`config.mk`:
```
export PLATFORM = sky130hd
export DESIGN_NAME = dram_request_picker_with_starvation_core
export DESIGN_NICKNAME = d
export VERILOG_FILES = /design/src/rtl/drps_pkg.sv /design/src/rtl/dram_request_picker_with_starvation_core.sv
export SDC_FILE = /design/constraint.sdc
export NUM_CORES = 1
export LEC_CHECK = 0
export ABC_AREA = 1
export BUFFER_PORTS_ARGS = -buffer_cell sky130_fd_sc_hd__buf_2
export CELL_PAD_IN_SITES_DETAIL_PLACEMENT = 1
export CELL_PAD_IN_SITES_GLOBAL_PLACEMENT = 1
export CORE_AREA = 2 2 231 233
export DETAILED_ROUTE_END_ITERATION = 12
export DIE_AREA = 0 0 233 235
export GPL_ROUTABILITY_DRIVEN = 1
export PLACE_DENSITY = 0.79
export RECOVER_POWER = 25
export SLEW_MARGIN = 5
export SYNTH_ARGS = -nofsm -noshare
export SYNTH_HDL_FRONTEND = slang
export SYNTH_SLANG_ARGS = --single-unit
```
`constraint.sdc`:
```
create_clock -name clock -period 8.2 [get_ports clock]
set_clock_uncertainty 0.15 [all_clocks]
set_input_delay 1.64 -clock clock [delete_from_list [all_inputs] [get_ports clock]]
set_output_delay 1.64 -clock clock [all_outputs]
set_load 0.02 [all_outputs]
```
`src/rtl/drps_pkg.sv`:
```
`timescale 1ns / 1ps

package drps_pkg;

   localparam int NUM_RANKS      = 2;
   localparam int NUM_BANKGROUPS = 4;
   localparam int NUM_BANKS      = 4;
   localparam int QUEUE_DEPTH    = 32;

   localparam int SLOT_COUNT = NUM_RANKS * NUM_BANKGROUPS * NUM_BANKS;
   localparam int SLOT_W     = (SLOT_COUNT > 1) ? $clog2(SLOT_COUNT) : 1;
   localparam int POS_W      = $clog2(QUEUE_DEPTH);
   localparam int SLOT_SUM_W = 16;

   // fixed field widths
   localparam int ARRIVE_W   = 32;
   localparam int TIME_W     = ARRIVE_W + 1;
   localparam int DIST_W     = 8;
   localparam int DELAY_W    = 16;
   localparam int COUNT_W    = 8;
   localparam int WIN_IDX_W  = 5;
   localparam int CSR_DATA_W = 64;
   localparam int NUM_LEVELS = 4;

   localparam logic [COUNT_W-1:0] COUNT_MAX = '1;

   localparam logic [31:0] PREF_THRESHOLDS_RST = 32'd269224964;
   localparam logic [63:0] PREF_DELAYS_RST     = 64'd450365116750234000;
   localparam logic [7:0]  STARVE_LIMIT_RST    = 8'd6;
   localparam logic        ONLY_LIMIT_PF_RST   = 1'b0;

   typedef enum logic [1:0] {
      CSR_PREF_THRESHOLDS = 2'd0,
      CSR_PREF_DELAYS     = 2'd1,
      CSR_STARVE_LIMIT    = 2'd2,
      CSR_ONLY_LIMIT_PF   = 2'd3
   } csr_index_type;

   typedef struct packed {
      logic ready;
      logic row_hit;
      logic prefetch;
      logic strict;
      logic starve;
   } cand_flags_type;

endpackage

```
`src/rtl/dram_request_picker_with_starvation_core.sv`:
```
`timescale 1ns / 1ps

// DRAM request picker: one queue entry per req beat, one beat per clock when rsp is not
// stalled. Each entry is held in an input register, then a single compare stage
// ranks it against the kept candidate (ready, strict priority, bank starvation flag,
// oldest effective enqueue time, earlier entry on a tie). The entry that ends a scan
// (last_entry, or position QUEUE_DEPTH-1) loads the winner into the rsp register as it
// leaves the compare stage; in the same cycle a ready winner's bank row-hit counter is
// updated, and the next scan already sees it. The per-bank counters are flip-flops
// cleared by reset, so the block is usable right after reset. req stalls only when a
// scan-ending entry finds a full, stalled rsp register.
module dram_request_picker_with_starvation_core
   import drps_pkg::*;
(
   input  logic                   clock,
   input  logic                   reset,

   input  logic                   csr_wr_en,
   input  logic [1:0]             csr_index,
   input  logic [CSR_DATA_W-1:0]  csr_wr_data,

   input  logic                   req_valid,
   output logic                   req_stall,
   input  logic                   req_ready_req,
   input  logic                   req_row_hit,
   input  logic                   req_is_prefetch,
   input  logic                   req_strict_priority,
   input  logic [ARRIVE_W-1:0]    req_arrive_cycle,
   input  logic [DIST_W-1:0]      req_pf_distance,
   input  logic                   req_rank_id,
   input  logic [1:0]             req_bankgroup_id,
   input  logic [1:0]             req_bank_id,
   input  logic                   req_last_entry,

   output logic                   rsp_valid,
   input  logic                   rsp_stall,
   output logic [WIN_IDX_W-1:0]   rsp_winner_index,
   output logic                   rsp_winner_ready,
   output logic                   rsp_winner_row_hit
);

   // configuration
   logic [31:0]          pref_thr_ff;
   logic [63:0]          pref_dly_ff;
   logic [7:0]           starve_limit_ff;
   logic                 only_pf_ff;

   // input register
   logic                 in_valid_ff, in_valid_in;
   logic                 in_ready_ff, in_hit_ff, in_pf_ff, in_strict_ff, in_last_ff;
   logic [ARRIVE_W-1:0]  in_arrive_ff;
   logic [DIST_W-1:0]    in_dist_ff;
   logic                 in_rank_ff;
   logic [1:0]           in_bg_ff, in_bank_ff;

   // scan state
   logic [POS_W-1:0]     scan_pos_ff, scan_pos_in;
   logic [POS_W-1:0]     best_index_ff, best_index_in;
   cand_flags_type       best_flags_ff, best_flags_in;
   logic [TIME_W-1:0]    best_time_ff, best_time_in;
   logic [SLOT_W-1:0]    best_slot_ff, best_slot_in;
   logic [COUNT_W-1:0]   best_count_ff, best_count_in;

   logic [COUNT_W-1:0]   count_ff [SLOT_COUNT];

   // result register
   logic                 rsp_valid_ff, rsp_valid_in;
   logic [WIN_IDX_W-1:0] rsp_index_ff;
   logic                 rsp_ready_ff, rsp_hit_ff;

   logic                 req_fire, stage_fire, scan_end, out_free;
   logic [SLOT_SUM_W-1:0] slot_sum;
   logic [SLOT_W-1:0]    new_slot;
   logic [COUNT_W-1:0]   new_count;
   cand_flags_type       new_flags;
   logic [DELAY_W-1:0]   add_delay;
   logic [TIME_W-1:0]    new_time;
   logic                 take_new;
   logic                 win_counts;
   cand_flags_type       win_flags;
   logic [SLOT_W-1:0]    win_slot;
   logic [COUNT_W-1:0]   win_count;
   logic [POS_W-1:0]     win_index;

   // handshake
   assign scan_end   = in_last_ff || (scan_pos_ff == POS_W'(QUEUE_DEPTH - 1));
   assign out_free   = !rsp_valid_ff || !rsp_stall;
   assign stage_fire = in_valid_ff && (!scan_end || out_free);
   assign req_stall  = in_valid_ff && scan_end && !out_free;
   assign req_fire   = req_valid && !req_stall;

   always_comb begin
      if (req_fire) begin
         in_valid_in = 1'b1;
      end else if (stage_fire) begin
         in_valid_in = 1'b0;
      end else begin
         in_valid_in = in_valid_ff;
      end
   end

   // candidate evaluation
   always_comb begin
      slot_sum = SLOT_SUM_W'(in_bank_ff)
               + SLOT_SUM_W'(NUM_BANKS) * SLOT_SUM_W'(in_bg_ff)
               + SLOT_SUM_W'(NUM_BANKS * NUM_BANKGROUPS) * SLOT_SUM_W'(in_rank_ff);
      new_slot  = SLOT_W'(slot_sum % SLOT_COUNT);
      new_count = count_ff[new_slot];

      new_flags.ready    = in_ready_ff;
      new_flags.row_hit  = in_hit_ff;
      new_flags.prefetch = in_pf_ff;
      new_flags.strict   = in_strict_ff;
      new_flags.starve   = ((new_count >= starve_limit_ff) != in_hit_ff)
                           || (only_pf_ff && !in_pf_ff);

      // prefetches are pushed back by a delay picked from the distance thresholds
      priority if (!in_pf_ff || in_dist_ff < pref_thr_ff[7:0]) begin
         add_delay = '0;
      end else if (in_dist_ff < pref_thr_ff[15:8]) begin
         add_delay = pref_dly_ff[15:0];
      end else if (in_dist_ff < pref_thr_ff[23:16]) begin
         add_delay = pref_dly_ff[31:16];
      end else if (in_dist_ff < pref_thr_ff[31:24]) begin
         add_delay = pref_dly_ff[47:32];
      end else begin
         add_delay = pref_dly_ff[63:48];
      end
      new_time = TIME_W'(in_arrive_ff) + TIME_W'(add_delay);

      priority if (scan_pos_ff == '0) begin
         take_new = 1'b1;
      end else if (new_flags.ready != best_flags_ff.ready) begin
         take_new = new_flags.ready;
      end else if (new_flags.strict != best_flags_ff.strict) begin
         take_new = new_flags.strict;
      end else if (new_flags.starve != best_flags_ff.starve) begin
         take_new = new_flags.starve;
      end else begin
         take_new = new_time < best_time_ff;
      end

      win_flags = take_new ? new_flags : best_flags_ff;
      win_slot  = take_new ? new_slot  : best_slot_ff;
      win_count = take_new ? new_count : best_count_ff;
      win_index = take_new ? scan_pos_ff : best_index_ff;
      win_counts = win_flags.row_hit && (!only_pf_ff || win_flags.prefetch);

      best_flags_in = best_flags_ff;
      best_slot_in  = best_slot_ff;
      best_count_in = best_count_ff;
      best_index_in = best_index_ff;
      best_time_in  = best_time_ff;
      scan_pos_in   = scan_pos_ff;
      if (stage_fire) begin
         best_flags_in = win_flags;
         best_slot_in  = win_slot;
         best_count_in = win_count;
         best_index_in = win_index;
         best_time_in  = take_new ? new_time : best_time_ff;
         scan_pos_in   = scan_end ? '0 : scan_pos_ff + 1'b1;
      end

      if (stage_fire && scan_end) begin
         rsp_valid_in = 1'b1;
      end else if (!rsp_stall) begin
         rsp_valid_in = 1'b0;
      end else begin
         rsp_valid_in = rsp_valid_ff;
      end
   end

   always_ff @(posedge clock) begin
      if (reset) begin
         pref_thr_ff     <= PREF_THRESHOLDS_RST;
         pref_dly_ff     <= PREF_DELAYS_RST;
         starve_limit_ff <= STARVE_LIMIT_RST;
         only_pf_ff      <= ONLY_LIMIT_PF_RST;
      end else if (csr_wr_en) begin
         unique case (csr_index_type'(csr_index))
            CSR_PREF_THRESHOLDS: pref_thr_ff     <= csr_wr_data[31:0];
            CSR_PREF_DELAYS:     pref_dly_ff     <= csr_wr_data[63:0];
            CSR_STARVE_LIMIT:    starve_limit_ff <= csr_wr_data[7:0];
            CSR_ONLY_LIMIT_PF:   only_pf_ff      <= csr_wr_data[0];
            default:             only_pf_ff      <= only_pf_ff;
         endcase
      end
   end

   always_ff @(posedge clock) begin
      if (reset) begin
         in_valid_ff   <= 1'b0;
         rsp_valid_ff  <= 1'b0;
         scan_pos_ff   <= '0;
         best_index_ff <= '0;
         best_flags_ff <= '0;
         best_time_ff  <= '0;
         best_slot_ff  <= '0;
         best_count_ff <= '0;
      end else begin
         in_valid_ff   <= in_valid_in;
         rsp_valid_ff  <= rsp_valid_in;
         scan_pos_ff   <= scan_pos_in;
         best_index_ff <= best_index_in;
         best_flags_ff <= best_flags_in;
         best_time_ff  <= best_time_in;
         best_slot_ff  <= best_slot_in;
         best_count_ff <= best_count_in;
      end
   end

   always_ff @(posedge clock) begin
      if (req_fire) begin
         in_ready_ff  <= req_ready_req;
         in_hit_ff    <= req_row_hit;
         in_pf_ff     <= req_is_prefetch;
         in_strict_ff <= req_strict_priority;
         in_arrive_ff <= req_arrive_cycle;
         in_dist_ff   <= req_pf_distance;
         in_rank_ff   <= req_rank_id;
         in_bg_ff     <= req_bankgroup_id;
         in_bank_ff   <= req_bank_id;
         in_last_ff   <= req_last_entry;
      end
      if (stage_fire && scan_end) begin
         rsp_index_ff <= WIN_IDX_W'(win_index);
         rsp_ready_ff <= win_flags.ready;
         rsp_hit_ff   <= win_flags.row_hit;
      end
   end

   // per-bank row-hit counters, updated once per scan for a ready winner
   always_ff @(posedge clock) begin
      if (reset) begin
         for (int i = 0; i < SLOT_COUNT; i++) begin
            count_ff[i] <= '0;
         end
      end else if (stage_fire && scan_end && win_flags.ready) begin
         if (!win_counts) begin
            count_ff[win_slot] <= '0;
         end else if (win_count != COUNT_MAX) begin
            count_ff[win_slot] <= win_count + 1'b1;
         end
      end
   end

   assign rsp_valid          = rsp_valid_ff;
   assign rsp_winner_index   = rsp_index_ff;
   assign rsp_winner_ready   = rsp_ready_ff;
   assign rsp_winner_row_hit = rsp_hit_ff;

`ifndef SYNTHESIS
   a_scan_restart: assert property (@(posedge clock) disable iff (reset)
      (stage_fire && scan_end) |=> (scan_pos_ff == '0 && rsp_valid_ff))
      else $error("scan did not restart after a result");

   a_stall_cause: assert property (@(posedge clock) disable iff (reset)
      req_stall |-> (in_valid_ff && rsp_valid_ff && rsp_stall))
      else $error("req stalled without a blocked result");

   a_no_overwrite: assert property (@(posedge clock) disable iff (reset)
      (rsp_valid_ff && rsp_stall) |-> !(stage_fire && scan_end))
      else $error("pending result overwritten");
`endif

endmodule
```
# Word-level counts from Yosys, hierarchy flattened
# Memories as Yosys holds them, arrays and structs flattened.
# Index checks and enable logic that the tools add are counted.
[word_totals]
regBits = 225
word_cells = 114
output_inout_bits = 9
in_bits = 121
mem_count = 1
ram_bits = 256
[mem_list]
columns = ["name", "depth", "word_bits", "read_ports", "rd_clocked_by_memory_dff", "wr", "line_no", "text"]
rows = [
  ["count_ff", 32, 8, 1, 0, 32, "dram_request_picker_with_starvation_core.sv:64", "logic [COUNT_W-1:0] count_ff [SLOT_COUNT];"],
]
[op_classes]
n_reduce_logical = 30
magnitude_cmp = 6
addsub = 5
n_eq_ne = 10
n_bitwise = 1
mux = 32
[ops]
columns = ["cell", "n"]
rows = [
  ["16-bit 2-to-1 mux", 4],
  ["32-bit by 16-bit adder with 33-bit output", 1],
  ["33-bit < comparator", 1],
  ["8-bit < comparator", 4],
  ["5-bit 2-to-1 mux", 5],
  ["8-bit 2-to-1 mux", 3],
  ["1-bit 2-to-1 mux", 20],
  ["2-bit AND reduction", 5],
  ["8-bit by 1-bit adder with 8-bit output, second input constant", 1],
  ["8-bit greater-or-equal comparator", 1],
  ["1-bit logical AND", 8],
  ["8-bit != test, second input constant", 1],
  ["8-bit OR reduction", 1],
  ["1-bit zero test", 7],
  ["1-bit logical OR", 6],
  ["2-bit by 4-bit adder with 5-bit output", 1],
  ["5-bit by 1-bit adder with 5-bit output, second input constant", 1],
  ["5-bit adder", 1],
  ["5-bit == test, second input constant", 1],
  ["5-bit zero test", 1],
  ["2-bit == test, second input constant", 2],
  ["1-bit != test", 4],
  ["2-bit by 1-bit == test with 1-bit output, second input constant", 1],
  ["2-bit zero test", 1],
  ["3 further kinds", 3],
]

# Logic depth before layout (Yosys ltp)
# Gate-level depths: netlist of the first run.
[depth]
word_depth = 21
ltp_mapped = 51
depth_no_buf = 49

# Least setup slack after synthesis of the first run
# No wires, ideal clock.
[synth_timing]
path_kind = "register to register"
start = "register in_dist_ff[1]"
end = "memory count_ff[27][0], enable pin"
t_arrival_ns = 6.989
path_buffers = 4
setup_ns = 0.329
path_stages_with_launch = 44
period_less_slack_ns = 7.468
path_slack_ns = 0.732
required_ns = 7.721
cell_sequence = "edfxtp_1 > ha_1 > o21a_1 > o211ai_1 > a21oi_1 > a2111oi_0 > clkbuf_1 > o21ai_0 > o21ai_0 > inv_1 > ha_1 > fa_1 > nand3_1 > nand2_1 > a21oi_1 > o21ai_0 > a21oi_1 > o21bai_1 > [... 8 more ...] > a21oi_1 > nor2_1 > nand3_1 > o21ai_1 > nand2_1 > nand2_1 > nand2_2 > nand2_4 > buf_6 > nand2_1 > o21ai_2 > inv_2 > ha_1 > nand4_2 > buf_6 > buf_8 > nand4_4 > nand2_1"
[synth_lines]
columns = ["item", "line_no", "text"]
rows = [
  ["start, declared", "dram_request_picker_with_starvation_core.sv:52", "logic [DIST_W-1:0] in_dist_ff;"],
  ["start signal, assigned", "dram_request_picker_with_starvation_core.sv:219", "in_dist_ff <= req_pf_distance;"],
  ["end, declared", "dram_request_picker_with_starvation_core.sv:64", ""],
]

==> reports/results.ini, run 1 <==
[synthesis]
syn_nets = 2760
syn-cell-area_sq_mm = 0.02374
ys_warn_count = 0
ys_seq_area_frac = 0.5375
synthTopCellsByArea = edfxtp_1, dfxtp_1, nor2_1
synth-edff-count = 313
yosysTopAreaCell = edfxtp_1
synth.lib_cells_used.distinct = 52
synthFlopType = edfxtp_1
yosys.area.top_type_share = 0.3958
async_reset_ff_frac = 0
ys_seq_elements = 481
synthCells = 2550
syn_area_per_cell_sq_um = 9.311

[power]
p_int_uw = 4406
pwr_density_cell_mw_per_mm2 = 219.4
pwr-share-seq = 0.457
power_leakage_uw = 0.01049
ir_drop_mv = 0.2379
p_clk_frac = 0.413
p_comb_frac = 0.130
p_sw_uw = 1586
switching_share = 0.2647

[floorplan]
die_area_sq_mm = 0.05476
rows = 84
die_x_um = 233
start_util = 0.4546
num_io_pins = 130
fp.coreArea_sq_mm = 0.05224
die_h_um = 235

[placed_design]
postPlaceCellArea_sq_mm = 0.02497
portBuffers = 129
gp_congestion = 0.8588
dp_hpwl_mm = 47.91

[setup_path]
r2r-end = count_ff[22][5]
slowest_stage = edfxtp_1
worst_ep_arrival_time_ps = 7800
cp_max_fo = 28
critPathMaxStageDelay_ps = 490
reg2reg_depth = 44
timing.rr.start = in_dist_ff[1]
cp_common_cell = nand2_1
r2r_setup_slack_ps = 550
cp-end-kind = register
worst-path-buf-inv = 6
crit_required_ps = 8350
critPathLaunchType = register
crit_type = register to register
crit_family = simple AND/OR/NAND/NOR gates

[final_layout]
final_common_cell = nor2_1
layout.nets = 2850
final_area_sq_mm = 0.02731
n_fill_cell = 5982
utilization = 0.5229
diodes = 0
drive_gt1_frac = 0.1454
syn_to_final_growth_pct = 15.03
final_cell_mix = nor2_1, edfxtp_1, o21ai_0, nand2_1, inv_1

[timing]
hold_viol_final = 0
tns_ps = 0
finalMaxSlewViolations = 51
period_needed_ps = 7651
maxSlewHeadroom = -1.148
max_slew.worst_pin.slew_ps = 3223
setup_viol = 0
rsz0062_at_grt = yes
fmax_mhz = 130.7
fin_crit_sh = 0.9331

[global_route]
grt_pass1_wl_mm = 111.0
grt_max_degree = 109
overflow = 0
grtUsageTotal = 0.2591
grt_pass1_vias = 20070
antenna_found_initial = 0

[clock_network]
cts.sinks = 481
cts_tree = yes
clock_path_buffers = 3
numCtsBuffers = 54
h-tree-depth = 2
ctsHoldBuffers = 0
clock-root-buffer = clkbuf_16
cts.clk_slew.worst_paths_ps = 60
clock_latency_ps = 620

[route]
initialDrtViolationCount = 1504
routed_wl_mm = 72.97
viasPerCell = 5.669
dr.pass1.iters = 5
drc = 0
wl_per_cell_um = 21.65
postRouteAntennaNets = 0
num_vias = 19100

[hold_path]
min_path_type = register to register
holdPathEnd = pref_dly_ff[12]
hold_path.startpoint = pref_dly_ff[12]
holdPathStages = 2

[job]
cap_viol_max_count = 1

[outcome]
failed_checks = capacitance limit, slew limit
status = complete, but fails checks

==> worst max path at each step <==
stage / to / from / slack [ps] / cells past startpoint
floorplan: count_ff[27][0] / in_dist_ff[1] / 730 / 43
global placement: count_ff[15][6] / in_dist_ff[1] / 250 / 43
detailed placement: count_ff[15][6] / in_dist_ff[1] / -210 / 42
CTS: count_ff[15][7] / in_dist_ff[1] / 120 / 42
global route: count_ff[21][2] / in_dist_ff[1] / -140 / 44
finish: count_ff[22][5] / in_dist_ff[1] / 550 / 44
==> metrics by stage <==
stage | setup slack (ps) | hold slack [ps] | total power, uW | std cells
floorplan | 732.3 | 274.4 | 3271 | 2550
global placement | 253.3 | 284.7 | 3488 | 3256
detailed placement | -214.8 | 298.3 | 3525 | 3256
CTS | 119.7 | 308.2 | 5989 | 3355
global route | -142.3 | 327.2 | 6206 | 3370
finish | 548.6 | 309.5 | 5993 | 3370
==> cells in the mapped netlist (5+ instances only) <==
master,instances
a211oi_1,30
a21o_1,5
a21oi_1,140
buf_2,43
buf_4,10
buf_6,12
clkbuf_1,79
dfxtp_1,168
edfxtp_1,313
ha_1,88
inv_1,196
inv_2,12
mux2i_1,17
nand2_1,269
nand2_2,13
nand3_1,65
nand4_1,20
nand4_4,25
nor2_1,547
nor2_2,16
nor2_4,5
nor3_1,5
o211ai_1,17
o21a_1,5
o21ai_0,278
o21ai_1,29
o21ai_2,8
o221ai_1,50
o22ai_1,14
xnor2_1,6
xor2_1,23
==> worst reg2reg max path: cells and delay by family (launching register included) <==
family,cells,cell delay [ps]
compound gates,8,1240
flops,1,490
buf+inv,6,780
fa+ha+maj,3,990
xor+xnor,1,200
mux,1,140
simple gates,25,3370
==> state kept, by name, indices dropped and copies added (netlist names), 2 cells and up <==
signal / count
starve_limit_ff: 8
count_ff: 256
best_slot_ff: 5
best_index_ff: 5
rsp_winner_index: 5
scan_pos_ff: 5
best_count_ff: 8
in_bg_ff: 2
pref_thr_ff: 32
pref_dly_ff: 64
in_bank_ff: 2
in_arrive_ff: 32
in_dist_ff: 8
best_flags_ff: 5
best_time_ff: 33
==> what timing repair did <==
action	CTS	global route
gates resized for setup	5	85
endpoints found under the hold margin	0	0
gates cloned	0	4
endpoints found under the setup margin	281	513
buffers inserted	1	11
pin swaps	1	7
==> area by class of cell <==
cell class / instances / area (sq um) / share of cell area
flip-flops and latches: 481 / 12760 / 0.4672
clock inverters: 24 / 271.5 / 0.009940
multi-input cells: 1711 / 9832 / 0.3600
well taps: 688 / 860.8 / 0.03152
inverters: 211 / 798.3 / 0.02923
clock buffers: 74 / 1509 / 0.05525
repair buffers: 181 / 1280 / 0.04686
==> power by group through the flow <==
| stage | sequential [uW] | combinational, uW | clock (uW) |
|---|---|---|---|
| floorplan | 2770 | 505 | 0 |
| global route | 2750 | 865 | 2590 |
| CTS | 2740 | 749 | 2500 |
| finish | 2740 | 778 | 2480 |
| global placement | 2780 | 708 | 0 |
| detailed placement | 2790 | 739 | 0 |
==> cell families after synthesis <==
family                     after synthesis  share of synthesized area
adders and majority gates               89                    0.04722
DFF                                    481                     0.5375
buffers and inverters                  358                    0.06518
muxes                                   17                   0.007166
AOI/OAI and AO/OA                      592                     0.1438
xor gates and xnor gates                29                    0.01070
and+or+nand+nor                        984                     0.1885
==> metal layers <==
metal,global-route usage,part of all wire,vias to the layer above
met5,0,0,-
met3,0.04150,0.055,174
met2,0.4536,0.51,581
met1,0.3228,0.41,9409
li1,-,-,8939
met4,0.08859,0.034,0
Power figures use the tool's default switching activity.
==> run 2, diff against run 1 <==
clock period = 7.2 ns   (was 8.2 ns; I/O delays follow)
==> run 2 against run 1 <==
  * The flow still finishes with violations (capacitance limit, slew limit)
  * Critical path type unchanged
  * Via count is 7.7% higher
  * Utilization increased by 5.2 points
  * Total power rose by 17%
  * Final area up 9.9%
  * Combinational power is 47% higher
  * Clock power is 11% higher
==> reports/results.ini, run 2 (synthesis gave the netlist of run 1 again) <==
[outcome]
status = complete, but fails checks
failed_checks = capacitance limit, slew limit

[clock_network]
clock-root-buffer = clkbuf_16
numCtsBuffers = 53  ; -1.9%
cts.sinks = 481  ; unchanged
cts.clk_slew.worst_paths_ps = 70  ; about the same
clock_path_buffers = 3  ; unchanged
h-tree-depth = 2  ; unchanged
cts_tree = yes
ctsHoldBuffers = 0  ; unchanged
clock_latency_ps = 610  ; about the same

[final_layout]
final_area_sq_mm = 0.03003  ; +9.9%
reg.largest.list = count_ff x256, pref_dly_ff x64, best_time_ff x33
largest-register = count_ff
layout.nets = 3020  ; +6.0%
largest_reg_flops = 256  ; unchanged
final_common_cell = nor2_1
instances_no_fill = 3541  ; +5.1%
final_cell_mix = nor2_1, edfxtp_1, o21ai_0, nand2_1, inv_1
diodes = 0  ; unchanged
drive_gt1_frac = 0.2489  ; +0.1034
syn_to_final_growth_pct = 26.47
n_fill_cell = 5744  ; -4.0%

[timing]
fin_crit_sh = 0.9872  ; +0.05406
setup_viol = 0  ; unchanged
tns_ps = 0  ; unchanged
rsz0062_at_grt = yes
period_needed_ps = 7108  ; -543.9 ps
fmax_mhz = 140.7  ; +7.7%
hold_viol_final = 0  ; unchanged
finalMaxSlewViolations = 51  ; unchanged
maxSlewHeadroom = -1.364  ; -0.2159
setup_ws_ps = 92.47  ; -456.1 ps
max_slew.worst_pin.slew_ps = 3546  ; +323.8 ps

[setup_path]
crit_family = simple AND/OR/NAND/NOR gates
slowest_stage = edfxtp_1
cp_max_fo = 8  ; -71%
reg2reg_depth = 46  ; +4.5%
cp-end-kind = register
cp_common_cell = nand2_4
critPathLaunchType = register
critPathMaxStageDelay_ps = 430  ; -60 ps
r2r-end = count_ff[9][6]
r2r_setup_slack_ps = 90  ; -460 ps
timing.rr.start = in_dist_ff[1]
crit_type = register to register
crit_required_ps = 7400  ; -950 ps
worst-path-buf-inv = 8  ; +2
worst_ep_arrival_time_ps = 7310  ; -490 ps

[floorplan]
die_h_um = 235  ; unchanged
start_util = 0.4546  ; unchanged
rows = 84  ; unchanged
fp.coreArea_sq_mm = 0.05224  ; unchanged
die_x_um = 233  ; unchanged
die_area_sq_mm = 0.05476  ; unchanged
num_io_pins = 130  ; unchanged

[hold_path]
hold_path.startpoint = best_time_ff[0]
holdPathEnd = best_time_ff[0]
min_path_type = register to register
holdPathStages = 2  ; unchanged

[global_route]
grtUsageTotal = 0.2677  ; +0.008616
grt_use_met1 = 0.3225  ; -0.0003349
grt_busiest_layer = met2
grt_pass1_wl_mm = 114.5  ; +3.2%
antenna_found_initial = 5  ; +5
use_met2 = 0.4842  ; +0.03057
grt_pass1_vias = 20900  ; +4.1%
grt_max_degree = 110  ; +0.92%
overflow = 0  ; unchanged
grt_util_met3 = 0.04284  ; +0.001335

[route]
dr.pass1.iters = 5  ; unchanged
initialDrtViolationCount = 1549  ; +3.0%
wl_per_cell_um = 23.51  ; +8.6%
routed_wl_mm = 83.25  ; +14%
drc = 0  ; unchanged
num_vias = 20570  ; +7.7%
postRouteAntennaNets = 0  ; unchanged
viasPerCell = 5.808  ; +2.5%

[placed_design]
place_inst = 3374  ; +3.6%
postPlaceCellArea_sq_mm = 0.02607  ; +4.4%
dp_hpwl_mm = 50.80  ; +6.0%
portBuffers = 129  ; unchanged
place_ws_ps = -365.5  ; -150.7 ps
gp_congestion = 0.8911  ; +3.8%

[power]
pwr-share-seq = 0.445  ; -0.012
p_clk_frac = 0.392  ; -0.021
p_comb_frac = 0.163  ; +0.033
switching_share = 0.2755  ; +0.01073
pwr_density_cell_mw_per_mm2 = 233.7  ; +6.5%
p_int_uw = 5085  ; +15%
ir_drop_mv = 0.2344  ; -1.5%
power_leakage_uw = 0.01161  ; +11%
p_sw_uw = 1933  ; +22%

[job]
cap_viol_max_count = 1  ; unchanged

==> run 2: changes by cell type in the layout (fill, tap and decap cells not counted), sizes merged <==
cell,delta
bufinv,-4
clkbuf,+11
clkinvlp,-2
inv,+1
nand2,+1
buf,+161
clkinv,+3
==> run 2: what timing repair did <==
item / 4_1_cts / 5_1_grt
resized for setup: 51 / 306
setup buffers: 3 / 47
endpoints found under the setup margin: 520 / 563
gates cloned: 0 / 19
pin swaps: 4 / 82
==> run 2: per-stage QoR <==
step	power [uW]	util	hold WS (ps)
after floorplan	3726	-	274.4
after global placement	4047	0.4991	287.8
after detailed placement	4099	0.4991	297.1
after CTS	6825	0.5356	308.3
after global routing	7234	0.5749	335.8
final	7019	0.5749	310.0
==> run 2: cell type report <==
class	count	area [sq um]	share of cell area
tap	688	860.8	0.02867
inverter	211	808.3	0.02692
clock inverter	22	161.4	0.005375
multi-input combinational	1712	10650	0.3547
timing repair buffer	351	3204	0.1067
clock buffer	76	1580	0.05262
sequential	481	12760	0.4250
==> run 2: worst max path at each step <==
stage                   from              end  slack (ps)  depth (start not counted)
6_report       in_dist_ff[1]   count_ff[9][6]          90                         46
5_1_grt        in_dist_ff[1]   count_ff[8][1]        -260                         45
4_1_cts        in_dist_ff[1]  count_ff[14][1]         -20                         44
3_5_place_dp   in_dist_ff[1]  count_ff[28][6]        -370                         41
3_3_place_gp   in_dist_ff[1]   count_ff[6][6]         -90                         38
2_1_floorplan  in_dist_ff[1]  count_ff[27][0]          50                         43
==> run 2: per-layer routing <==
metal / wire length [um] / part of all wire
met5: 69 / 0.00083
met1: 31600 / 0.38
met3: 4869 / 0.058
met2: 42970 / 0.52
met4: 3733 / 0.045
==> run 2: power groups by stage <==
stage          registers [uW]  clock network, uW  logic, uW
3_5_place_dp             3170                  0        927
3_3_place_gp             3170                  0        882
5_1_grt                  3130               2860       1240
6_report                 3120               2750       1140
4_1_cts                  3120               2760        948
2_1_floorplan            3150                  0        577
==> run 2: worst reg2reg max path, delay by kind of cell, from the launching register on <==
kind                     cells  cell delay, ps
AO/OA/AOI/OAI               10            1380
multiplexers                 1             190
AND/OR/NAND/NOR             23            2450
buffers and inverters        8            1060
XOR/XNOR                     1             280
adder cells (fa/ha/maj)      3             910
flip-flops                   1             430
==> run 3, diff against run 2 <==
RECOVER_POWER = default   (was 25)
==> run 3 against run 2 <==
  * The run now ends clean
  * Sequential share of layout area hardly changed
  * Register-to-register slack worse by 20 ps
  * Utilization hardly changed
  * Sequential cell count stayed put
  * Setup slack worse by 15 ps
  * Non-clock buffer count stayed put
  * Combinational power hardly changed
  * Clock power hardly changed
  * Critical endpoint is now count_ff[14][2]
==> reports/results.ini, run 3 (synthesis gave the netlist of run 1 again) <==
[outcome]
status = finished, final reports clean

[hold_path]
holdPathStages = 2  ; unchanged
hold_path.startpoint = best_time_ff[0]
min_path_type = register to register
holdPathEnd = best_time_ff[0]

[timing]
setup_viol = 0  ; unchanged
max_slew.worst_pin.slew_ps = 1361  ; -2185 ps
finalMaxSlewViolations = 0  ; -100%
maxSlewHeadroom = 0.09241  ; +1.457
period_needed_ps = 7123  ; +15.16 ps
fmax_mhz = 140.4  ; -0.21%
hold_viol_final = 0  ; unchanged
fin_crit_sh = 0.9893  ; +0.002105
rsz0062_at_grt = yes

[final_layout]
n_fill_cell = 5740  ; -0.070%
final_common_cell = nor2_1
largest_reg_flops = 256  ; unchanged
syn_to_final_growth_pct = 26.55  ; about the same
utilization = 0.5753  ; about the same
diodes = 0  ; unchanged
final_cell_mix = nor2_1, edfxtp_1, o21ai_0, nand2_1, inv_1
reg.largest.list = count_ff x256, pref_dly_ff x64, best_time_ff x33
largest-register = count_ff
layout.nets = 3020  ; unchanged
drive_gt1_frac = 0.2534  ; +0.004557

[clock_network]
clock-root-buffer = clkbuf_16
cts.sinks = 481  ; unchanged
cts_tree = yes
h-tree-depth = 2  ; unchanged
numCtsBuffers = 53  ; unchanged
clock_latency_ps = 610  ; about the same
ctsHoldBuffers = 0  ; unchanged
cts.clk_slew.worst_paths_ps = 70  ; about the same
clock_path_buffers = 3  ; unchanged

[placed_design]
gp_congestion = 0.8911  ; unchanged
portBuffers = 129  ; unchanged
dp_hpwl_mm = 50.80  ; unchanged

[global_route]
grt_pass1_wl_mm = 114.5  ; unchanged
grt_max_degree = 110  ; unchanged
antenna_found_initial = 5  ; unchanged
grt_pass1_vias = 20900  ; unchanged
overflow = 0  ; unchanged
grtUsageTotal = 0.2677  ; unchanged

[route]
dr.pass1.iters = 5  ; unchanged
wl_per_cell_um = 23.49  ; about the same
routed_wl_mm = 83.16  ; about the same
postRouteAntennaNets = 0  ; unchanged
initialDrtViolationCount = 1608  ; +3.8%
drc = 0  ; unchanged
viasPerCell = 5.779  ; -0.49%
num_vias = 20470  ; -0.49%

[setup_path]
crit_type = register to register
crit_required_ps = 7400  ; about the same
r2r-end = count_ff[14][2]
slowest_stage = edfxtp_1
critPathMaxStageDelay_ps = 430  ; about the same
timing.rr.start = in_dist_ff[1]
r2r_setup_slack_ps = 80  ; -20 ps
cp_max_fo = 8  ; unchanged
critPathLaunchType = register
reg2reg_depth = 45  ; -2.2%
worst_ep_arrival_time_ps = 7320  ; about the same
cp_common_cell = nand2_4
cp-end-kind = register

[floorplan]
die_area_sq_mm = 0.05476  ; unchanged
die_h_um = 235  ; unchanged
die_x_um = 233  ; unchanged
num_io_pins = 130  ; unchanged
rows = 84  ; unchanged
fp.coreArea_sq_mm = 0.05224  ; unchanged
start_util = 0.4546  ; unchanged

[job]
cap_viol_max_count = 0  ; -1

[power]
total_power_uw = 7013  ; about the same
ir_drop_mv = 0.2345  ; about the same
power_leakage_uw = 0.01165  ; +0.33%
pwr_density_cell_mw_per_mm2 = 233.4  ; -0.15%

## run 3: cell types whose count changed in the layout (fill, tap and decap cells not counted), sizes merged
| cell | delta |
|---|---|
| buf | +13 |
| clkbuf | -13 |
## run 3: worst max-delay path, delay by kind of cell (launching register included)
| kind | cells | cell delay (ps) |
|---|---|---|
| AO/OA/AOI/OAI | 10 | 1390 |
| flip-flops | 1 | 430 |
| AND/OR/NAND/NOR | 21 | 2270 |
| XOR/XNOR | 1 | 280 |
| adder cells (fa/ha/maj) | 3 | 920 |
| multiplexers | 1 | 180 |
| buffers and inverters | 9 | 1210 |
## run 3: repair_timing
| action | in CTS | in global routing |
|---|---|---|
| buffers inserted | 3 | 47 |
| cloned | 0 | 19 |
| gates resized for setup | 51 | 306 |
| pin swaps | 4 | 82 |
| endpoints found under the hold margin | 0 | 0 |
| setup endpoints to repair | 520 | 563 |
## run 3: through the flow
stage                     std cells  setup slack, ps  TNS [ps]  hold slack, ps  area (sq um)
after detailed placement       3374           -365.5   -102750           297.1         26070
after CTS                      3475           -22.91    -575.3           308.3         27980
after floorplan                2550            47.28         0           274.4         23750
after global routing           3541           -259.9   -103790           335.8         30050
after global placement         3374           -88.16     -4579           287.8         26070
final                          3541            77.31         0           309.9         30050
## run 3: metal layers
layer	global-route usage	wire (um)	vias up
met5	0	69	-
met4	0.08589	3609	10
met3	0.04284	4716	250
met2	0.4842	43060	724
met1	0.3225	31700	10180
li1	-	-	9298
## run 3: layout make-up
type,count,area (sq um),area share
clock inverter,22,161.4,0.005371
multi-input combinational,1712,10650,0.3545
tap,688,860.8,0.02865
clock buffer,76,1580,0.05259
timing repair buffer,351,3223,0.1073
sequential,481,12760,0.4247
inverter,211,808.3,0.02690
## run 3: power breakdown
| group | internal, uW | leakage, uW | switching, uW | total (uW) |
|---|---|---|---|---|
| logic | 436 | 0.00621 | 708 | 1140 |
| clock network | 1590 | 0.000863 | 1160 | 2750 |
| registers | 3060 | 0.00458 | 63.7 | 3120 |
## run 3: how the worst max path moves through the flow
stage	to	cells after the start	slack (ps)	from
3_3_place_gp	count_ff[6][6]	38	-90	in_dist_ff[1]
5_1_grt	count_ff[8][1]	45	-260	in_dist_ff[1]
6_report	count_ff[14][2]	45	80	in_dist_ff[1]
4_1_cts	count_ff[14][1]	44	-20	in_dist_ff[1]
3_5_place_dp	count_ff[28][6]	41	-370	in_dist_ff[1]
2_1_floorplan	count_ff[27][0]	43	50	in_dist_ff[1]
